===== src/rtl/rpg_pkg.sv =====
// Shared types, constants and the microcode ROM for the random permutation generator.
// No dependencies; rpg_useq, rpg_datapath and the top level import this package.
package rpg_pkg;

    localparam int MAX_LEN    = 32;
    localparam int IDX_W      = $clog2(MAX_LEN);
    localparam int CNT_W      = IDX_W + 1;
    localparam int UPC_W      = 5;
    localparam int CFG_IDX_W  = 2;
    localparam int CFG_DATA_W = 6;

    // configuration register indexes
    localparam logic [CFG_IDX_W-1:0] REG_PERM_LENGTH    = 2'd0;
    localparam logic [CFG_IDX_W-1:0] REG_SHUFFLE_ROUNDS = 2'd1;
    localparam logic [CFG_IDX_W-1:0] REG_EMIT_INVERSE   = 2'd2;

    typedef enum logic [4:0] {
        OP_NOP,
        OP_LATCH,
        OP_SHIFT,
        OP_TAKE_DRAW,
        OP_SET_J0,
        OP_RD_J,
        OP_WR_I_RD,
        OP_WR_J_I,
        OP_RD_I,
        OP_RD_T_TMP,
        OP_WR_T_TMP,
        OP_ENTER_SHUF,
        OP_NEXT_RND,
        OP_CLR_E,
        OP_RD_E,
        OP_WR_INV,
        OP_RD_OUT,
        OP_PUSH,
        OP_RESTART
    } op_t;

    typedef enum logic [3:0] {
        C_NONE,
        C_ALWAYS,
        C_NO_INPUT,
        C_BUILD_DONE,
        C_IS_BUILD,
        C_ROUNDS_DONE,
        C_ROUND_END,
        C_D_LE1,
        C_USED,
        C_NOT_FULL,
        C_REJECT,
        C_IS_SHUF,
        C_E_DONE,
        C_OUT_STALL
    } cond_t;

    typedef struct packed {
        op_t              op;
        cond_t            cond;
        logic [UPC_W-1:0] target;
    } uword_t;

    typedef struct packed {
        logic no_input;
        logic build_done;
        logic is_build;
        logic rounds_done;
        logic round_end;
        logic d_le1;
        logic used;
        logic not_full;
        logic reject;
        logic e_done;
        logic out_stall;
    } flags_t;

    // microprogram labels
    localparam logic [UPC_W-1:0] U_IDLE      = 5'd0;
    localparam logic [UPC_W-1:0] U_LOOP      = 5'd1;
    localparam logic [UPC_W-1:0] U_DRAW      = 5'd5;
    localparam logic [UPC_W-1:0] U_APPLY     = 5'd10;
    localparam logic [UPC_W-1:0] U_SWAP      = 5'd13;
    localparam logic [UPC_W-1:0] U_TO_SHUF   = 5'd17;
    localparam logic [UPC_W-1:0] U_NEXT_RND  = 5'd18;
    localparam logic [UPC_W-1:0] U_APPLY0    = 5'd19;
    localparam logic [UPC_W-1:0] U_EMIT      = 5'd20;
    localparam logic [UPC_W-1:0] U_INV_LOOP  = 5'd21;
    localparam logic [UPC_W-1:0] U_OUT_START = 5'd23;
    localparam logic [UPC_W-1:0] U_OUT_LOOP  = 5'd24;
    localparam logic [UPC_W-1:0] U_PUSH      = 5'd25;
    localparam logic [UPC_W-1:0] U_RESTART   = 5'd27;

    function automatic uword_t urom(input logic [UPC_W-1:0] addr);
        uword_t w;
        w = '{op: OP_NOP, cond: C_ALWAYS, target: U_IDLE};
        unique case (addr)
            5'd0:  w = '{op: OP_LATCH,      cond: C_NO_INPUT,    target: U_IDLE};
            5'd1:  w = '{op: OP_NOP,        cond: C_BUILD_DONE,  target: U_TO_SHUF};
            5'd2:  w = '{op: OP_NOP,        cond: C_IS_BUILD,    target: U_DRAW};
            5'd3:  w = '{op: OP_NOP,        cond: C_ROUNDS_DONE, target: U_EMIT};
            5'd4:  w = '{op: OP_NOP,        cond: C_ROUND_END,   target: U_NEXT_RND};
            5'd5:  w = '{op: OP_NOP,        cond: C_D_LE1,       target: U_APPLY0};
            5'd6:  w = '{op: OP_NOP,        cond: C_USED,        target: U_IDLE};
            5'd7:  w = '{op: OP_SHIFT,      cond: C_NONE,        target: U_IDLE};
            5'd8:  w = '{op: OP_NOP,        cond: C_NOT_FULL,    target: U_LOOP};
            5'd9:  w = '{op: OP_TAKE_DRAW,  cond: C_REJECT,      target: U_LOOP};
            5'd10: w = '{op: OP_RD_J,       cond: C_IS_SHUF,     target: U_SWAP};
            5'd11: w = '{op: OP_WR_I_RD,    cond: C_NONE,        target: U_IDLE};
            5'd12: w = '{op: OP_WR_J_I,     cond: C_ALWAYS,      target: U_LOOP};
            5'd13: w = '{op: OP_RD_I,       cond: C_NONE,        target: U_IDLE};
            5'd14: w = '{op: OP_RD_T_TMP,   cond: C_NONE,        target: U_IDLE};
            5'd15: w = '{op: OP_WR_I_RD,    cond: C_NONE,        target: U_IDLE};
            5'd16: w = '{op: OP_WR_T_TMP,   cond: C_ALWAYS,      target: U_LOOP};
            5'd17: w = '{op: OP_ENTER_SHUF, cond: C_ALWAYS,      target: U_LOOP};
            5'd18: w = '{op: OP_NEXT_RND,   cond: C_ALWAYS,      target: U_LOOP};
            5'd19: w = '{op: OP_SET_J0,     cond: C_ALWAYS,      target: U_APPLY};
            5'd20: w = '{op: OP_CLR_E,      cond: C_NONE,        target: U_IDLE};
            5'd21: w = '{op: OP_RD_E,       cond: C_E_DONE,      target: U_OUT_START};
            5'd22: w = '{op: OP_WR_INV,     cond: C_ALWAYS,      target: U_INV_LOOP};
            5'd23: w = '{op: OP_CLR_E,      cond: C_NONE,        target: U_IDLE};
            5'd24: w = '{op: OP_RD_OUT,     cond: C_E_DONE,      target: U_RESTART};
            5'd25: w = '{op: OP_PUSH,       cond: C_OUT_STALL,   target: U_PUSH};
            5'd26: w = '{op: OP_NOP,        cond: C_ALWAYS,      target: U_OUT_LOOP};
            5'd27: w = '{op: OP_RESTART,    cond: C_ALWAYS,      target: U_IDLE};
            default: w = '{op: OP_NOP,      cond: C_ALWAYS,      target: U_IDLE};
        endcase
        return w;
    endfunction

endpackage


===== src/rtl/rpg_ram.sv =====
// Generic single-write, single-read RAM with registered read data.
// No dependencies.
module rpg_ram #(
    parameter int DEPTH = 32,
    parameter int WIDTH = 5
) (
    input  logic                     clk,
    input  logic                     we,
    input  logic [$clog2(DEPTH)-1:0] waddr,
    input  logic [WIDTH-1:0]         wdata,
    input  logic                     re,
    input  logic [$clog2(DEPTH)-1:0] raddr,
    output logic [WIDTH-1:0]         rdata
);

    logic [WIDTH-1:0] mem [DEPTH];

    always_ff @(posedge clk)
    begin
        if (we)
        begin
            mem[waddr] <= wdata;
        end
    end

    always_ff @(posedge clk)
    begin
        if (re)
        begin
            rdata <= mem[raddr];
        end
    end

endmodule


===== src/rtl/rpg_useq.sv =====
// Microcode sequencer: step counter, ROM lookup and conditional jumps.
// Depends on rpg_pkg for the control word, the flags and the ROM.
module rpg_useq
    import rpg_pkg::*;
(
    input  logic   clk,
    input  logic   rst_n,
    input  flags_t flags,
    output op_t    op,
    output logic   in_ready
);

    logic [UPC_W-1:0] upc_reg;
    logic [UPC_W-1:0] upc_next;
    uword_t           uw;
    logic             jump;

    assign uw       = urom(upc_reg);
    assign op       = uw.op;
    assign in_ready = (upc_reg == U_IDLE);

    always_comb
    begin
        unique case (uw.cond)
            C_NONE:        jump = 1'b0;
            C_ALWAYS:      jump = 1'b1;
            C_NO_INPUT:    jump = flags.no_input;
            C_BUILD_DONE:  jump = flags.build_done;
            C_IS_BUILD:    jump = flags.is_build;
            C_ROUNDS_DONE: jump = flags.rounds_done;
            C_ROUND_END:   jump = flags.round_end;
            C_D_LE1:       jump = flags.d_le1;
            C_USED:        jump = flags.used;
            C_NOT_FULL:    jump = flags.not_full;
            C_REJECT:      jump = flags.reject;
            C_IS_SHUF:     jump = !flags.is_build;
            C_E_DONE:      jump = flags.e_done;
            C_OUT_STALL:   jump = flags.out_stall;
            default:       jump = 1'b0;
        endcase
        upc_next = jump ? uw.target : upc_reg + UPC_W'(1);
    end

    always_ff @(posedge clk or negedge rst_n)
    begin
        if (!rst_n)
        begin
            upc_reg <= U_IDLE;
        end
        else
        begin
            upc_reg <= upc_next;
        end
    end

    // an accepted transaction always leaves the idle step
    a_accept_leaves_idle: assert property (@(posedge clk) disable iff (!rst_n)
        (in_ready && !flags.no_input) |=> !in_ready)
        else $error("sequencer stayed idle after accepting a bit");

endmodule


===== src/rtl/rpg_datapath.sv =====
// Datapath: configuration registers, draw and index registers, permutation and inverse
// memories, and the output register. Depends on rpg_pkg and rpg_ram.
module rpg_datapath
    import rpg_pkg::*;
(
    input  logic                  clk,
    input  logic                  rst_n,
    input  op_t                   op,
    input  logic                  in_valid,
    input  logic                  in_bit,
    input  logic                  cfg_valid,
    input  logic [CFG_IDX_W-1:0]  cfg_index,
    input  logic [CFG_DATA_W-1:0] cfg_data,
    input  logic                  out_ready,
    output logic                  out_valid,
    output logic [IDX_W-1:0]      out_position,
    output logic [IDX_W-1:0]      out_element,
    output logic                  out_last,
    output flags_t                flags
);

    // configuration
    logic [CNT_W-1:0] perm_length_reg;
    logic [3:0]       shuffle_rounds_reg;
    logic             emit_inverse_reg;

    // sequencing state
    logic             phase_build_reg;
    logic [CNT_W-1:0] step_index_reg;
    logic [3:0]       round_count_reg;
    logic [CNT_W-1:0] draw_value_reg;
    logic [2:0]       draw_bits_reg;
    logic             used_reg;
    logic             bit_reg;
    logic [IDX_W-1:0] j_reg;
    logic [IDX_W-1:0] tmp_reg;
    logic [CNT_W-1:0] e_reg;

    // output register
    logic             out_valid_reg;
    logic [IDX_W-1:0] pos_reg;
    logic [IDX_W-1:0] elem_reg;
    logic             last_reg;

    logic [CNT_W-1:0] n;
    logic [CNT_W-1:0] d;
    logic [2:0]       k;
    logic [CNT_W-1:0] t;
    logic             stall;
    logic             push;

    logic             perm_we;
    logic [IDX_W-1:0] perm_waddr;
    logic [IDX_W-1:0] perm_wdata;
    logic             perm_re;
    logic [IDX_W-1:0] perm_raddr;
    logic [IDX_W-1:0] perm_rdata;
    logic             inv_we;
    logic             inv_re;
    logic [IDX_W-1:0] inv_rdata;

    // ceil(log2 d) for d up to MAX_LEN
    function automatic logic [2:0] bits_for(input logic [CNT_W-1:0] dv);
        logic [2:0] r;
        r = 3'd0;
        for (int b = 0; b < CNT_W; b++)
        begin
            if ((CNT_W'(1) << b) < dv)
            begin
                r = 3'(b + 1);
            end
        end
        return r;
    endfunction

    always_comb
    begin
        if (perm_length_reg == '0)
        begin
            n = CNT_W'(1);
        end
        else if (perm_length_reg > CNT_W'(MAX_LEN))
        begin
            n = CNT_W'(MAX_LEN);
        end
        else
        begin
            n = perm_length_reg;
        end
    end

    assign d     = phase_build_reg ? step_index_reg + CNT_W'(1) : n - step_index_reg;
    assign k     = bits_for(d);
    assign t     = step_index_reg + {1'b0, j_reg};
    assign stall = out_valid_reg && !out_ready;
    assign push  = (op == OP_PUSH) && !stall;

    assign flags.no_input    = !in_valid;
    assign flags.build_done  = phase_build_reg && (step_index_reg >= n);
    assign flags.is_build    = phase_build_reg;
    assign flags.rounds_done = (round_count_reg >= shuffle_rounds_reg);
    assign flags.round_end   = (step_index_reg + CNT_W'(1) >= n);
    assign flags.d_le1       = (d <= CNT_W'(1));
    assign flags.used        = used_reg;
    assign flags.not_full    = (draw_bits_reg < k);
    assign flags.reject      = (draw_value_reg >= d);
    assign flags.e_done      = (e_reg >= n);
    assign flags.out_stall   = stall;

    // permutation memory port control
    always_comb
    begin
        perm_we    = 1'b0;
        perm_waddr = step_index_reg[IDX_W-1:0];
        perm_wdata = perm_rdata;
        perm_re    = 1'b0;
        perm_raddr = j_reg;
        unique case (op)
            OP_RD_J:
            begin
                perm_re = 1'b1;
            end
            OP_RD_I:
            begin
                perm_re    = 1'b1;
                perm_raddr = step_index_reg[IDX_W-1:0];
            end
            OP_RD_T_TMP:
            begin
                perm_re    = 1'b1;
                perm_raddr = t[IDX_W-1:0];
            end
            OP_RD_E, OP_RD_OUT:
            begin
                perm_re    = 1'b1;
                perm_raddr = e_reg[IDX_W-1:0];
            end
            OP_WR_I_RD:
            begin
                perm_we = 1'b1;
            end
            OP_WR_J_I:
            begin
                perm_we    = 1'b1;
                perm_waddr = j_reg;
                perm_wdata = step_index_reg[IDX_W-1:0];
            end
            OP_WR_T_TMP:
            begin
                perm_we    = 1'b1;
                perm_waddr = t[IDX_W-1:0];
                perm_wdata = tmp_reg;
            end
            default:
            begin
                perm_we = 1'b0;
            end
        endcase
    end

    assign inv_we = (op == OP_WR_INV);
    assign inv_re = (op == OP_RD_OUT);

    rpg_ram #(
        .DEPTH (MAX_LEN),
        .WIDTH (IDX_W)
    ) u_perm_ram (
        .clk   (clk),
        .we    (perm_we),
        .waddr (perm_waddr),
        .wdata (perm_wdata),
        .re    (perm_re),
        .raddr (perm_raddr),
        .rdata (perm_rdata)
    );

    rpg_ram #(
        .DEPTH (MAX_LEN),
        .WIDTH (IDX_W)
    ) u_inv_ram (
        .clk   (clk),
        .we    (inv_we),
        .waddr (perm_rdata),
        .wdata (e_reg[IDX_W-1:0]),
        .re    (inv_re),
        .raddr (e_reg[IDX_W-1:0]),
        .rdata (inv_rdata)
    );

    always_ff @(posedge clk or negedge rst_n)
    begin
        if (!rst_n)
        begin
            perm_length_reg    <= CNT_W'(MAX_LEN);
            shuffle_rounds_reg <= '0;
            emit_inverse_reg   <= 1'b0;
        end
        else if (cfg_valid)
        begin
            // drop writes to unused indexes
            unique case (cfg_index)
                REG_PERM_LENGTH:
                begin
                    perm_length_reg <= cfg_data;
                end
                REG_SHUFFLE_ROUNDS:
                begin
                    shuffle_rounds_reg <= cfg_data[3:0];
                end
                REG_EMIT_INVERSE:
                begin
                    emit_inverse_reg <= cfg_data[0];
                end
                default:
                begin
                end
            endcase
        end
    end

    always_ff @(posedge clk or negedge rst_n)
    begin
        if (!rst_n)
        begin
            phase_build_reg <= 1'b1;
            step_index_reg  <= '0;
            round_count_reg <= '0;
            draw_value_reg  <= '0;
            draw_bits_reg   <= '0;
            used_reg        <= 1'b0;
            e_reg           <= '0;
            out_valid_reg   <= 1'b0;
        end
        else
        begin
            unique case (op)
                OP_LATCH:
                begin
                    if (in_valid)
                    begin
                        used_reg <= 1'b0;
                    end
                end
                OP_SHIFT:
                begin
                    used_reg       <= 1'b1;
                    draw_value_reg <= {draw_value_reg[CNT_W-2:0], bit_reg};
                    draw_bits_reg  <= draw_bits_reg + 3'd1;
                end
                OP_TAKE_DRAW:
                begin
                    draw_value_reg <= '0;
                    draw_bits_reg  <= '0;
                end
                OP_WR_J_I, OP_WR_T_TMP:
                begin
                    step_index_reg <= step_index_reg + CNT_W'(1);
                end
                OP_ENTER_SHUF:
                begin
                    phase_build_reg <= 1'b0;
                    step_index_reg  <= '0;
                    round_count_reg <= '0;
                    draw_value_reg  <= '0;
                    draw_bits_reg   <= '0;
                end
                OP_NEXT_RND:
                begin
                    round_count_reg <= round_count_reg + 4'd1;
                    step_index_reg  <= '0;
                    draw_value_reg  <= '0;
                    draw_bits_reg   <= '0;
                end
                OP_RESTART:
                begin
                    phase_build_reg <= 1'b1;
                    step_index_reg  <= '0;
                    round_count_reg <= '0;
                    draw_value_reg  <= '0;
                    draw_bits_reg   <= '0;
                end
                OP_CLR_E:
                begin
                    e_reg <= '0;
                end
                OP_WR_INV:
                begin
                    e_reg <= e_reg + CNT_W'(1);
                end
                OP_PUSH:
                begin
                    if (!stall)
                    begin
                        e_reg <= e_reg + CNT_W'(1);
                    end
                end
                default:
                begin
                    e_reg <= e_reg;
                end
            endcase

            if (push)
            begin
                out_valid_reg <= 1'b1;
            end
            else if (out_ready)
            begin
                out_valid_reg <= 1'b0;
            end
        end
    end

    // payload registers
    always_ff @(posedge clk)
    begin
        if (op == OP_LATCH && in_valid)
        begin
            bit_reg <= in_bit;
        end
        if (op == OP_TAKE_DRAW)
        begin
            j_reg <= draw_value_reg[IDX_W-1:0];
        end
        else if (op == OP_SET_J0)
        begin
            j_reg <= '0;
        end
        if (op == OP_RD_T_TMP)
        begin
            tmp_reg <= perm_rdata;
        end
        if (push)
        begin
            pos_reg  <= e_reg[IDX_W-1:0];
            elem_reg <= emit_inverse_reg ? inv_rdata : perm_rdata;
            last_reg <= (e_reg + CNT_W'(1) == n);
        end
    end

    assign out_valid    = out_valid_reg;
    assign out_position = pos_reg;
    assign out_element  = elem_reg;
    assign out_last     = last_reg;

    a_index_bound: assert property (@(posedge clk) disable iff (!rst_n)
        step_index_reg <= CNT_W'(MAX_LEN))
        else $error("step index ran past the table");

    a_draw_bits_bound: assert property (@(posedge clk) disable iff (!rst_n)
        draw_bits_reg <= 3'(IDX_W))
        else $error("draw collected more bits than any bound needs");

    a_out_from_push: assert property (@(posedge clk) disable iff (!rst_n)
        $rose(out_valid_reg) |-> $past(op == OP_PUSH))
        else $error("output became valid outside the emit loop");

endmodule


===== src/rtl/random_permutation_generator_top.sv =====
// Top level of the random permutation generator: stream ports and configuration port.
// Depends on rpg_pkg, rpg_useq and rpg_datapath.
//
// Each accepted transaction on the s_axis side delivers one random bit. A microcoded
// sequencer walks an inside-out Fisher-Yates build and then shuffle_rounds forward
// shuffle passes, each draw taking ceil(log2 d) bits with rejection. A bit is taken
// only at the idle step. The sequencer runs one control step per cycle, holding the
// push step while the sink stalls, and a swap is two reads and two writes of the
// permutation memory in turn. When the last draw is done the block fills the inverse
// table and emits n entries on m_axis, then starts a new build. Configuration writes
// are always taken; change registers only while the block waits for a bit and no
// result is outstanding.
module random_permutation_generator_top
    import rpg_pkg::*;
(
    input  logic                  clk,
    input  logic                  rst_n,
    input  logic                  s_axis_tvalid,
    output logic                  s_axis_tready,
    input  logic [7:0]            s_axis_tdata,   // [0] random_bit, [7:1] zero
    output logic                  m_axis_tvalid,
    input  logic                  m_axis_tready,
    output logic [15:0]           m_axis_tdata,   // [4:0] position, [9:5] element, [15:10] zero
    output logic                  m_axis_tlast,
    input  logic                  cfg_valid,
    output logic                  cfg_ready,
    input  logic [CFG_IDX_W-1:0]  cfg_index,
    input  logic [CFG_DATA_W-1:0] cfg_data
);

    op_t              op;
    flags_t           flags;
    logic [IDX_W-1:0] position;
    logic [IDX_W-1:0] element;

    assign cfg_ready = 1'b1;

    rpg_useq u_useq (
        .clk      (clk),
        .rst_n    (rst_n),
        .flags    (flags),
        .op       (op),
        .in_ready (s_axis_tready)
    );

    rpg_datapath u_datapath (
        .clk          (clk),
        .rst_n        (rst_n),
        .op           (op),
        .in_valid     (s_axis_tvalid),
        .in_bit       (s_axis_tdata[0]),
        .cfg_valid    (cfg_valid),
        .cfg_index    (cfg_index),
        .cfg_data     (cfg_data),
        .out_ready    (m_axis_tready),
        .out_valid    (m_axis_tvalid),
        .out_position (position),
        .out_element  (element),
        .out_last     (m_axis_tlast),
        .flags        (flags)
    );

    assign m_axis_tdata = {6'b0, element, position};

endmodule

===== config.mk =====
export PLATFORM = sky130hd
export DESIGN_NAME = random_permutation_generator_top
export DESIGN_NICKNAME = d
export VERILOG_FILES = /design/src/rtl/rpg_pkg.sv /design/src/rtl/rpg_ram.sv /design/src/rtl/rpg_useq.sv /design/src/rtl/rpg_datapath.sv /design/src/rtl/random_permutation_generator_top.sv
export SDC_FILE = /design/constraint.sdc
export NUM_CORES = 1
export LEC_CHECK = 0
export CORE_MARGIN = 2
export CORE_UTILIZATION = 30
export DETAILED_ROUTE_END_ITERATION = 6
export DONT_BUFFER_PORTS = 1
export PLACE_DENSITY = 0.56
export SLEW_MARGIN = 40
export SYNTH_ARGS = -nofsm -noshare
export SYNTH_HDL_FRONTEND = slang
export SYNTH_SLANG_ARGS = --single-unit

===== constraint.sdc =====
create_clock -name clk -period 4.7 [get_ports clk]
set_clock_uncertainty 0.15 [all_clocks]
set_input_delay 0.94 -clock clk [delete_from_list [all_inputs] [get_ports clk]]
set_output_delay 0.94 -clock clk [all_outputs]
set_load 0.01 [all_outputs]

==> run metrics <==
number of buffers on the longest clock path=3; initial core utilization=0.303; Net Sw Power=0.00535 W; final setup violating endpoints=0; count of different cell masters after synthesis=83; result of the run=finished, final reports clean; largest net degree at the start of global routing=79; nature of the critical path endpoint=flip-flop; placement row count=91; Final Non-Filler Cells=2317; Sink Count=396; wire length of the first global-routing pass=66.6 mm; level count of the clock H-tree=2; Hold Path Class=input port to asynchronous set/reset pin; final worst path period share=0.943; worst-case headroom to the max-slew limit=0.471; Post-Syn Area=18700 um2; yosys warns=0; total congestion overflow=0; Tot GR Track Use=0.134; portion of total power attributed to sequential cells=0.337; Cell Count Post-Placement=2234; ANT nets after route=0; start point of the critical path=u_datapath.perm_length_reg[5]; number of remaining DRC errors=0; most repeated cell in the gate-level netlist after synthesis=sky130_fd_sc_hd__edfxtp_1; root buffer cell=sky130_fd_sc_hd__clkbuf_16; Synth async-reset ratio=0.111; clock power share=0.246; worst slew pin tran=0.793 ns; top flop regs=u_datapath.u_inv_ram.mem x160, u_datapath.u_perm_ram.mem x160; max-capacitance violation count=0; post-synthesis cell count=1393; number of port buffers=0; Worst Path Arrival=4.73 ns; Vias/cell=5.00; required time worst endpoint=5.00 ns; vias post-DR=11600; number of antenna violations at the first check in global routing=0; standby leakage power=7.78 nW; largest cells by area after synthesis=sky130_fd_sc_hd__edfxtp_1, sky130_fd_sc_hd__mux4_2, sky130_fd_sc_hd__dfrtp_1, sky130_fd_sc_hd__nand2_1, sky130_fd_sc_hd__ha_1; placer congestion estimate=0.850; Hold Worst Slack=0.0583 ns; Die Y-Extent=253 um; vias in the first global route=11500; proportion of synthesized chip area in sequential cells=0.625; leading cell types by count after synthesis=sky130_fd_sc_hd__edfxtp_1, sky130_fd_sc_hd__nand2_1, sky130_fd_sc_hd__nor2_1; final net count=1522; CTS tree=done; total negative setup slack=0 ns; sw frac=0.379; DRC violation total after the first TritonRoute iteration=823; FF+latch count, synth=396; core region area=61600 um2; die area=64200 um2; worst skew pair latency=0.57 ns; die width=253 um; nature of the critical path startpoint=flip-flop; Synth area leader=sky130_fd_sc_hd__edfxtp_1; total detailed-routing wirelength=43.3 mm; share of Yosys cell area claimed by the top area cell type=0.566; type of the setup path with the least slack=flip-flop to flip-flop; EDFF count, synth=352; number of primary I/O pins=41; final critical-path required period=4.43 ns; sum of net half-perimeters after detailed placement=28.3 mm; Peak VDD IR=0.000340 V; Max FO, Critical Path=7; Internal Dissipation=0.00876 W; number of buffers created by CTS=44; final hold vios=0; clock transition at the register clock pins on the worst setup and hold paths after CTS=0.06 ns; FMAX=226 MHz; wire length per cell=18.7 um; most used flip-flop cell after synthesis=sky130_fd_sc_hd__edfxtp_1; Logic pwr share=0.416; 1st-pass router iterations=5; power per cell area=654 nW/um2; layout cell share with drive strength beyond 1=0.189; reg-to-reg startpoint=u_datapath.perm_length_reg[5]; Max Transition Viols Final=0; RSZ-0062 raised after global routing=no; Avg Cell Area, Syn=13.4 um2; Syn-to-layout area delta=15.5%
==> final cells by class <==
| type | instances | area, um2 |
|---|---|---|
| antenna | 1 | 2.50 |
| clock buffer | 56 | 1200 |
| clock inverter | 22 | 272 |
| fill | 5910 | 40000 |
| inverter | 39 | 146 |
| multi-input combinational | 879 | 6520 |
| sequential | 396 | 11700 |
| tap | 837 | 1050 |
| timing repair buffer | 87 | 702 |
==> power groups by stage <==
stage	combinational (W)	sequential, W	clock (W)
floorplan	0.00420	0.00476	0
finish	0.00587	0.00476	0.00348
global placement	0.00572	0.00482	0
CTS	0.00582	0.00476	0.00357
global route	0.00644	0.00478	0.00371
detailed placement	0.00577	0.00482	0
==> cells by family after synthesis <==
group	count (synthesis)	synth area share
AO/OA/AOI/OAI	234	0.0882
XOR/XNOR	27	0.0127
adder cells (fa/ha/maj)	54	0.0370
buffers and inverters	123	0.0294
flip-flops	396	0.625
multiplexers	101	0.0909
other	2	0.000402
AND/OR/NAND/NOR	456	0.116
==> routing by layer <==
metal / part of all wire / up-vias / global-route usage / routed length [um]
met5: 0 / - / 0 / 0
met4: 0.026 / 0 / 0.0416 / 1100
met3: 0.050 / 66 / 0.0236 / 2170
met2: 0.47 / 314 / 0.219 / 20500
met1: 0.45 / 5804 / 0.180 / 19400
li1: - / 5403 / - / -
==> cells in the final DEF, fill, tap and decap left out, types with 6 or more instances in the layout <==
master	instances
sky130_fd_sc_hd__a22oi_1	20
sky130_fd_sc_hd__edfxtp_1	352
sky130_fd_sc_hd__a21oi_1	59
sky130_fd_sc_hd__clkbuf_16	46
sky130_fd_sc_hd__buf_4	83
sky130_fd_sc_hd__a211oi_1	9
sky130_fd_sc_hd__nand4_1	12
sky130_fd_sc_hd__clkbuf_1	9
sky130_fd_sc_hd__nand3b_1	8
sky130_fd_sc_hd__ha_1	52
sky130_fd_sc_hd__conb_1	7
sky130_fd_sc_hd__a21o_1	13
sky130_fd_sc_hd__nand2b_1	11
sky130_fd_sc_hd__or3_1	8
sky130_fd_sc_hd__dfrtp_1	38
sky130_fd_sc_hd__a31oi_1	30
sky130_fd_sc_hd__mux2i_1	20
sky130_fd_sc_hd__xor2_1	9
sky130_fd_sc_hd__mux2_2	28
sky130_fd_sc_hd__o211ai_1	12
sky130_fd_sc_hd__xnor2_1	18
sky130_fd_sc_hd__nor2b_1	8
sky130_fd_sc_hd__o21ai_0	20
sky130_fd_sc_hd__clkinv_2	8
sky130_fd_sc_hd__inv_1	37
sky130_fd_sc_hd__and3_1	6
sky130_fd_sc_hd__nor3_1	39
sky130_fd_sc_hd__a32oi_1	9
sky130_fd_sc_hd__nand3_1	27
sky130_fd_sc_hd__and2_1	10
sky130_fd_sc_hd__mux4_2	52
sky130_fd_sc_hd__nand2_1	189
sky130_fd_sc_hd__nor2_1	93
sky130_fd_sc_hd__nor3_2	11
==> final timing paths <==
path / slack, ns / cells after the start / end
max reg2reg: 0.27 / 19 / u_useq.upc_reg[1]
max: 0.27 / 19 / u_useq.upc_reg[1]
min: 0.06 / 0 / u_datapath.perm_length_reg[5]
min reg2reg: 0.35 / 2 / u_datapath.draw_value_reg[0]
min in group clk: 0.32 / 0 / u_datapath.bit_reg
max in group asynchronous: 4.12 / 1 / u_datapath.e_reg[0]
==> worst max-delay path, stage by stage, from the launching register on <==
cell and delay, ns:
sky130_fd_sc_hd__dfstp_2 0.58, sky130_fd_sc_hd__inv_1 0.14, sky130_fd_sc_hd__nand2_1 0.15, sky130_fd_sc_hd__inv_1 0.11, sky130_fd_sc_hd__ha_1 0.30, sky130_fd_sc_hd__nor2b_1 0.14
sky130_fd_sc_hd__o21ai_1 0.15, sky130_fd_sc_hd__a21boi_1 0.12, sky130_fd_sc_hd__o21a_1 0.18, sky130_fd_sc_hd__o211ai_1 0.35, sky130_fd_sc_hd__inv_2 0.12, sky130_fd_sc_hd__o21ai_1 0.11
sky130_fd_sc_hd__a21oi_1 0.10, sky130_fd_sc_hd__ha_1 0.19, sky130_fd_sc_hd__a211oi_2 0.22, sky130_fd_sc_hd__nand3_1 0.14, sky130_fd_sc_hd__or4_1 0.47, sky130_fd_sc_hd__nor3_2 0.20
sky130_fd_sc_hd__nor4b_4 0.10, sky130_fd_sc_hd__mux2_2 0.30
==> through the flow <==
| step | instance area (um2) | utilization | worst slack [ns] | power (W) |
|---|---|---|---|---|
| global placement | 20000 | 0.325 | 0.0168 | 0.0105 |
| floorplan | 18700 | - | 0.433 | 0.00896 |
| CTS | 21500 | 0.349 | 0.00462 | 0.0141 |
| global route | 21600 | 0.350 | 0.00872 | 0.0149 |
| detailed placement | 20000 | 0.325 | -0.0891 | 0.0106 |
| finish | 21600 | 0.350 | 0.268 | 0.0141 |
==> repair_timing <==
action	CTS	global route
endpoints found under the setup margin	2	5
pin swaps	0	2
hold buffers	1	0
endpoints found under the hold margin	42	0
resized for setup	1	10
buffers inserted	0	3
gates cloned	0	0
No activity file was read; power rests on OpenSTA's default activity.
